--- src/hw/rtl/rthsv_pkg.sv ---
// Package with the widths, pipeline types and divider step shared by the RGB to HSV converter.
`timescale 1ns / 1ps

package rthsv_pkg;

  // Width of one color component.
  localparam int CompBits = 8;
  // Divisor holds up to six times the chroma.
  localparam int DivBits = CompBits + 3;
  // A shifted partial remainder stays below twice the divisor.
  localparam int RemBits = CompBits + 4;
  // Hue and saturation quotients are both 16 bits.
  localparam int QuoBits = 16;
  // Quotient bits resolved in each divider stage.
  localparam int StepsPerStage = 4;
  localparam int DivStages = QuoBits / StepsPerStage;
  // Saturation of one.
  localparam logic [QuoBits-1:0] SatOne = 16'd32768;

  // One long division in flight.
  typedef struct packed {
    logic [RemBits-1:0] rem;
    logic [DivBits-1:0] divisor;
    logic [QuoBits-1:0] quo;
  } div_lane_t;

  // Payload carried down the pipeline.
  typedef struct packed {
    div_lane_t           hue;
    div_lane_t           sat;
    logic [CompBits-1:0] bright;
  } stage_t;

  // Resolve StepsPerStage quotient bits by restoring division.
  function automatic div_lane_t div_step(input div_lane_t lane_in);
    div_lane_t          lane;
    logic [RemBits-1:0] rem_sh;
    lane = lane_in;
    for (int i = 0; i < StepsPerStage; i++) begin
      rem_sh = lane.rem << 1;
      if (rem_sh >= {1'b0, lane.divisor}) begin
        lane.rem = rem_sh - {1'b0, lane.divisor};
        lane.quo = {lane.quo[QuoBits-2:0], 1'b1};
      end else begin
        lane.rem = rem_sh;
        lane.quo = {lane.quo[QuoBits-2:0], 1'b0};
      end
    end
    return lane;
  endfunction

endpackage

--- src/hw/rtl/rgb_to_hsv_converter_top.sv ---
// A result is on the out_ ports for one cycle, from the last divider stage register.
// Throughput: one pixel per cycle; busy is always low, the pipeline never stalls.
// Depth is set by one preparation stage and four divider stages, each resolving
// four quotient bits of the hue and saturation divisions.
// Reset: synchronous, active low; it clears the valid bits of every stage.
`timescale 1ns / 1ps

module rgb_to_hsv_converter_top
  import rthsv_pkg::*;
(
  input  logic                clk,
  input  logic                rst_n,
  input  logic                start,
  output logic                busy,
  input  logic [CompBits-1:0] in_red,
  input  logic [CompBits-1:0] in_green,
  input  logic [CompBits-1:0] in_blue,
  output logic                out_valid,
  output logic [QuoBits-1:0]  out_hue,
  output logic [QuoBits-1:0]  out_saturation,
  output logic [CompBits-1:0] out_brightness
);

  logic   vld [0:DivStages];
  stage_t stg [0:DivStages];

  // The pipeline takes a transaction every cycle.
  assign busy = 1'b0;

  // Preparation stage.
  rthsv_prep u_prep (
    .clk      (clk),
    .rst_n    (rst_n),
    .in_valid (start),
    .in_red   (in_red),
    .in_green (in_green),
    .in_blue  (in_blue),
    .valid_r  (vld[0]),
    .stage_r  (stg[0])
  );

  // Divider stages.
  for (genvar k = 0; k < DivStages; k++) begin : g_div
    rthsv_div_stage u_div (
      .clk      (clk),
      .rst_n    (rst_n),
      .valid_in (vld[k]),
      .stage_in (stg[k]),
      .valid_r  (vld[k+1]),
      .stage_r  (stg[k+1])
    );
  end

  // Results come straight from the last stage register.
  assign out_valid      = vld[DivStages];
  assign out_hue        = stg[DivStages].hue.quo;
  assign out_saturation = stg[DivStages].sat.quo;
  assign out_brightness = stg[DivStages].bright;

`ifndef SYNTHESIS
  // Saturation never exceeds one.
  a_sat_range: assert property (@(posedge clk) disable iff (!rst_n)
    out_valid |-> out_saturation <= SatOne)
    else $error("saturation above one");

  // A black pixel has zero saturation and zero hue.
  a_black: assert property (@(posedge clk) disable iff (!rst_n)
    (out_valid && out_brightness == '0) |-> (out_saturation == '0 && out_hue == '0))
    else $error("black pixel with nonzero saturation or hue");

  // A result follows an item that was in the stage before the output.
  a_valid_flow: assert property (@(posedge clk) disable iff (!rst_n)
    (out_valid && $past(rst_n)) |-> $past(vld[DivStages-1]))
    else $error("result without a matching transaction");
`endif

endmodule

--- src/hw/rtl/rthsv_prep.sv ---
// First pipeline stage: value, chroma, hue sector numerator and divisor setup.
`timescale 1ns / 1ps

module rthsv_prep
  import rthsv_pkg::*;
(
  input  logic                clk,
  input  logic                rst_n,
  input  logic                in_valid,
  input  logic [CompBits-1:0] in_red,
  input  logic [CompBits-1:0] in_green,
  input  logic [CompBits-1:0] in_blue,
  output logic                valid_r,
  output stage_t              stage_r
);

  logic [CompBits-1:0] v;
  logic [CompBits-1:0] lo;
  logic [CompBits-1:0] chroma;
  logic [DivBits-1:0]  c_ext;
  logic [DivBits-1:0]  six_c;
  logic [DivBits-1:0]  t;
  stage_t              stage_nxt;

  // Pick the sector; ties go to red, then green.
  always_comb begin
    lo = in_red;
    if (in_green < lo) begin
      lo = in_green;
    end
    if (in_blue < lo) begin
      lo = in_blue;
    end
    c_ext  = '0;
    six_c  = '0;
    chroma = '0;
    if (in_red >= in_green && in_red >= in_blue) begin
      v      = in_red;
      chroma = v - lo;
      c_ext  = DivBits'(chroma);
      six_c  = (c_ext << 2) + (c_ext << 1);
      // A negative difference wraps by one full turn.
      t = DivBits'(in_green) - DivBits'(in_blue) + ((in_green < in_blue) ? six_c : '0);
    end else if (in_green >= in_blue) begin
      v      = in_green;
      chroma = v - lo;
      c_ext  = DivBits'(chroma);
      six_c  = (c_ext << 2) + (c_ext << 1);
      t = DivBits'(in_blue) - DivBits'(in_red) + (c_ext << 1);
    end else begin
      v      = in_blue;
      chroma = v - lo;
      c_ext  = DivBits'(chroma);
      six_c  = (c_ext << 2) + (c_ext << 1);
      t = DivBits'(in_red) - DivBits'(in_green) + (c_ext << 2);
    end
  end

  // Set up both divisions; a zero divisor is replaced by one so the quotient is zero.
  always_comb begin
    stage_nxt.hue.rem     = RemBits'(t);
    stage_nxt.hue.divisor = (chroma == '0) ? DivBits'(1) : six_c;
    stage_nxt.hue.quo     = '0;
    // Saturation is chroma times 2^16 over twice the value.
    stage_nxt.sat.rem     = RemBits'(chroma);
    stage_nxt.sat.divisor = (v == '0) ? DivBits'(1) : (DivBits'(v) << 1);
    stage_nxt.sat.quo     = '0;
    stage_nxt.bright      = v;
  end

  // Stage register.
  always_ff @(posedge clk) begin
    if (!rst_n) begin
      valid_r <= 1'b0;
    end else begin
      valid_r <= in_valid;
    end
    stage_r <= stage_nxt;
  end

endmodule

--- src/hw/rtl/rthsv_div_stage.sv ---
// One divider stage that advances the hue and saturation divisions by a few quotient bits.
`timescale 1ns / 1ps

module rthsv_div_stage
  import rthsv_pkg::*;
(
  input  logic   clk,
  input  logic   rst_n,
  input  logic   valid_in,
  input  stage_t stage_in,
  output logic   valid_r,
  output stage_t stage_r
);

  stage_t stage_nxt;

  // Both divisions step in parallel.
  always_comb begin
    stage_nxt.hue    = div_step(stage_in.hue);
    stage_nxt.sat    = div_step(stage_in.sat);
    stage_nxt.bright = stage_in.bright;
  end

  // Stage register.
  always_ff @(posedge clk) begin
    if (!rst_n) begin
      valid_r <= 1'b0;
    end else begin
      valid_r <= valid_in;
    end
    stage_r <= stage_nxt;
  end

endmodule

--- config.mk ---
export PLATFORM = sky130hd
export DESIGN_NAME = rgb_to_hsv_converter_top
export DESIGN_NICKNAME = d
export VERILOG_FILES = /design/src/hw/rtl/rthsv_pkg.sv /design/src/hw/rtl/rgb_to_hsv_converter_top.sv /design/src/hw/rtl/rthsv_prep.sv /design/src/hw/rtl/rthsv_div_stage.sv
export SDC_FILE = /design/constraint.sdc
export NUM_CORES = 1
export LEC_CHECK = 0
export ABC_AREA = 1
export BUFFER_PORTS_ARGS = -buffer_cell sky130_fd_sc_hd__buf_2
export CORE_MARGIN = 3
export CORE_UTILIZATION = 35
export DETAILED_ROUTE_END_ITERATION = 6
export PLACE_DENSITY = 0.59
export SLEW_MARGIN = 15
export SYNTH_ARGS = -nofsm -noshare
export SYNTH_HDL_FRONTEND = slang
export SYNTH_SLANG_ARGS = --single-unit
--- constraint.sdc ---
create_clock -name clk -period 7.8 [get_ports clk]
set_clock_uncertainty 0.15 [all_clocks]
set_input_delay 0.39 -clock clk [delete_from_list [all_inputs] [get_ports clk]]
set_output_delay 0.39 -clock clk [all_outputs]
set_load 0.02 [all_outputs]
==> results.sh <==
export IMPL_syn_nets=4081
export IMPL_crit_path_max_fanout=10
export IMPL_max_cap_violations=0
export IMPL_cts_tree="yes"
export IMPL_nNetsFinal=4476
export IMPL_start_util_pct=35.6
export IMPL_dp_slack_ns=-0.223
export IMPL_crit_top_cell="a21oi_2"
export IMPL_final_util_pct=44.4
export IMPL_seq_area_frac_synth_pct=22.3
export IMPL_dp_cells=4909
export IMPL_max_slew_margin_pct=23.5
export IMPL_drv_slew=0
export IMPL_max_freq_ghz=0.135
export IMPL_cp_top_family="compound AO/OA/AOI/OAI gates"
export IMPL_placed_area_mm2=0.0296
export IMPL_worstSetupPathType="reg2reg"
export IMPL_endpoint_kind="flip-flop"
export IMPL_detail_route_wl_per_cell_um=14.1
export IMPL_drive_above_1_share_pct=20.7
export IMPL_outcome="finished clean"
export IMPL_r2r_start="g_div[0].u_div.stage_r[70]$_DFF_P_"
export IMPL_rows=99
export IMPL_synth_seq_cells=290
export IMPL_max_stage_delay_ns=0.39
export IMPL_fillers=7379
export IMPL_path_clk_slew_ns=0.06
export IMPL_async_flop_share_pct=0
export IMPL_grt_ovfl_total=0
export IMPL_cts_sinks=290
export IMPL_min_path_type="in2reg"
export IMPL_fin_ws_ns=0.419
export IMPL_final_common_cell="nand2_1"
export IMPL_viasPerCell=4.88
export IMPL_crit_start="g_div[0].u_div.stage_r[70]$_DFF_P_"
export IMPL_cp_start_kind="flip-flop"
export IMPL_path_buf_inv=9
export IMPL_critPathRequiredTime_ns=8.09
export IMPL_yosysTopAreaCellShare_pct=22.3
export IMPL_synth_enable_flop_cells=0
export IMPL_via_count=24522
export IMPL_yosysTopAreaCell="dfxtp_1"
export IMPL_grt_antenna_before_repair=0
export IMPL_worstHoldStart="in_red[7]"
export IMPL_gp_congestion=0.919
export IMPL_yosys_warnings=0
export IMPL_drt_wl_total_mm=71.2
export IMPL_dp_hpwl_mm=57.2
export IMPL_htree_levels=2
export IMPL_syn_to_final_growth_pct=24.8
export IMPL_num_antenna_cells=0
export IMPL_coreArea_mm2=0.0733
export IMPL_cts_root_buf="clkbuf_16"
export IMPL_period_share_pct=94.6
export IMPL_grt_usage_pct=17.3
export IMPL_synth_area_leaders="dfxtp_1 (22%), ha_1 (19%), nand2_1 (10%)"
export IMPL_synthDistinctLibCells=70
export IMPL_io_pins=69
export IMPL_worst_slew_pin_slew_ns=1.15
export IMPL_fin_area_mm2=0.0326
export IMPL_postSynthAreaPerCell_um2=7.15
export IMPL_cts_buffers=36
export IMPL_port_buffers=67
export IMPL_synth_ff_type="dfxtp_1"
export IMPL_syn_area_mm2=0.0261
export IMPL_grt_first_pass_wirelength_mm=112
export IMPL_drt_first_pass_iters=5
export IMPL_grt_pass1_vias=22638
export IMPL_final_cell_mix="nand2_1 (676), inv_1 (407), ha_1 (355), buf_4 (326)"
export IMPL_clk_latency_ns=0.56
export IMPL_die_h_um=279
export IMPL_clockBufferDepth=3
export IMPL_cp_arrival_ns=7.67
export IMPL_syn_inst=3649
export IMPL_initialDrtViolationCount=1371
export IMPL_hold_violations=0
export IMPL_fp_dieW_um=279
export IMPL_grt_max_degree=63
export IMPL_drc=0
export IMPL_final_cells=5030
export IMPL_postRouteAntennaNets=0
export IMPL_layout_min_cycle_time_ns=7.38
export IMPL_dieArea_mm2=0.0778
export IMPL_crit_slowest_cell="a2111oi_2"
export IMPL_setup_violations=0
[final timing paths]
path | cells past startpoint | to | slack [ns]
setup / recovery | 48 | g_div[1].u_div.stage_r[79]$_DFF_P_ | 0.42
hold / removal | 3 | u_prep.stage_r[32]$_SDFF_PP0_ | 0.13
setup reg to reg | 48 | g_div[1].u_div.stage_r[79]$_DFF_P_ | 0.42
hold reg to reg | 0 | g_div[1].u_div.stage_r[51]$_DFF_P_ | 0.17
[worst register-to-register path, delay by kind of cell, from the launching register on]
| kind | cells | cell delay (ns) |
|---|---|---|
| adder cells (fa/ha/maj) | 4 | 1.08 |
| flip-flops | 1 | 0.38 |
| AND/OR/NAND/NOR | 13 | 1.11 |
| AO/OA/AOI/OAI | 22 | 3.45 |
| buffers and inverters | 9 | 1.09 |
[final cells by class]
cell class                      instances  area, um^2  area share, %
Clock buffer                           45        1020           3.15
Inverter                              466        1790           5.50
Multi-Input combinational cell       2837       19300           59.4
Tap cell                              959        1200           3.69
Timing Repair inverter                  1        7.51         0.0231
Clock inverter                         20         322          0.988
Timing Repair Buffer                  412        3060           9.40
Sequential cell                       290        5820           17.9
[synthesized netlist by cell type, drive strengths merged (4+ instances only)]
library cell,n
nand4,30
dfxtp,290
a211oi,10
nor2,275
o21bai,39
a21oi,339
a221o,5
nand3,169
clkinv,4
nand2,725
a31oi,15
buf,24
o211ai,9
inv,462
o22ai,13
nand3b,8
xor2,190
clkbuf,35
or2,23
fa,17
nor3,36
a221oi,4
o31ai,23
o21ai,355
xnor2,114
ha,388
o21a,6
a21o,20
[layer usage]
layer	up-vias	track usage, %	routed length, um	share of wire [%]
li1	13010	-	-	-
met1	10989	24.5	35300	50
met2	433	27.8	31300	44
met3	90	2.51	3040	4.3
met4	0	4.31	1580	2.2
met5	-	0	0	0
[what timing repair did]
item / in CTS / in global routing
pin swaps: 2 / 99
hold buffers: 3 / 0
resized for setup: 11 / 304
buffers inserted: 1 / 44
hold endpoints to repair: 5 / 0
setup endpoints to repair: 33 / 74
gates cloned: 0 / 8
[logic make-up (layout without fill, tap and decap cells)]
| group | after synthesis | count (layout) | synth area share (%) |
|---|---|---|---|
| AOI/OAI and AO/OA | 847 | 847 | 18.2 |
| adders and majority gates | 405 | 405 | 19.9 |
| muxes | 2 | 2 | 0.0816 |
| other | 1 | 1 | 0.0144 |
| xor gates and xnor gates | 304 | 304 | 10.2 |
| buffers and inverters | 525 | 944 | 7.89 |
| and+or+nand+nor | 1275 | 1278 | 21.4 |
| DFF | 290 | 290 | 22.3 |
[flip-flops by register name, indices dropped and copies added (netlist names)]
signal and count:
u_prep.stage_r 47, g_div.u_div.valid_r 4, g_div.u_div.stage_r 238, u_prep.valid_r 1
[through the flow]
| stage | hold WS, ns | setup TNS [ns] |
|---|---|---|
| floorplan | 0.160 | 0 |
| global placement | 0.160 | -3.47 |
| detailed placement | 0.162 | -2.91 |
| CTS | 0.0878 | 0 |
| global route | 0.139 | -3.26 |
| finish | 0.134 | 0 |
Power is not shown: default switching activity piles up to over one toggle a cycle in this logic, so the estimate is an artifact.
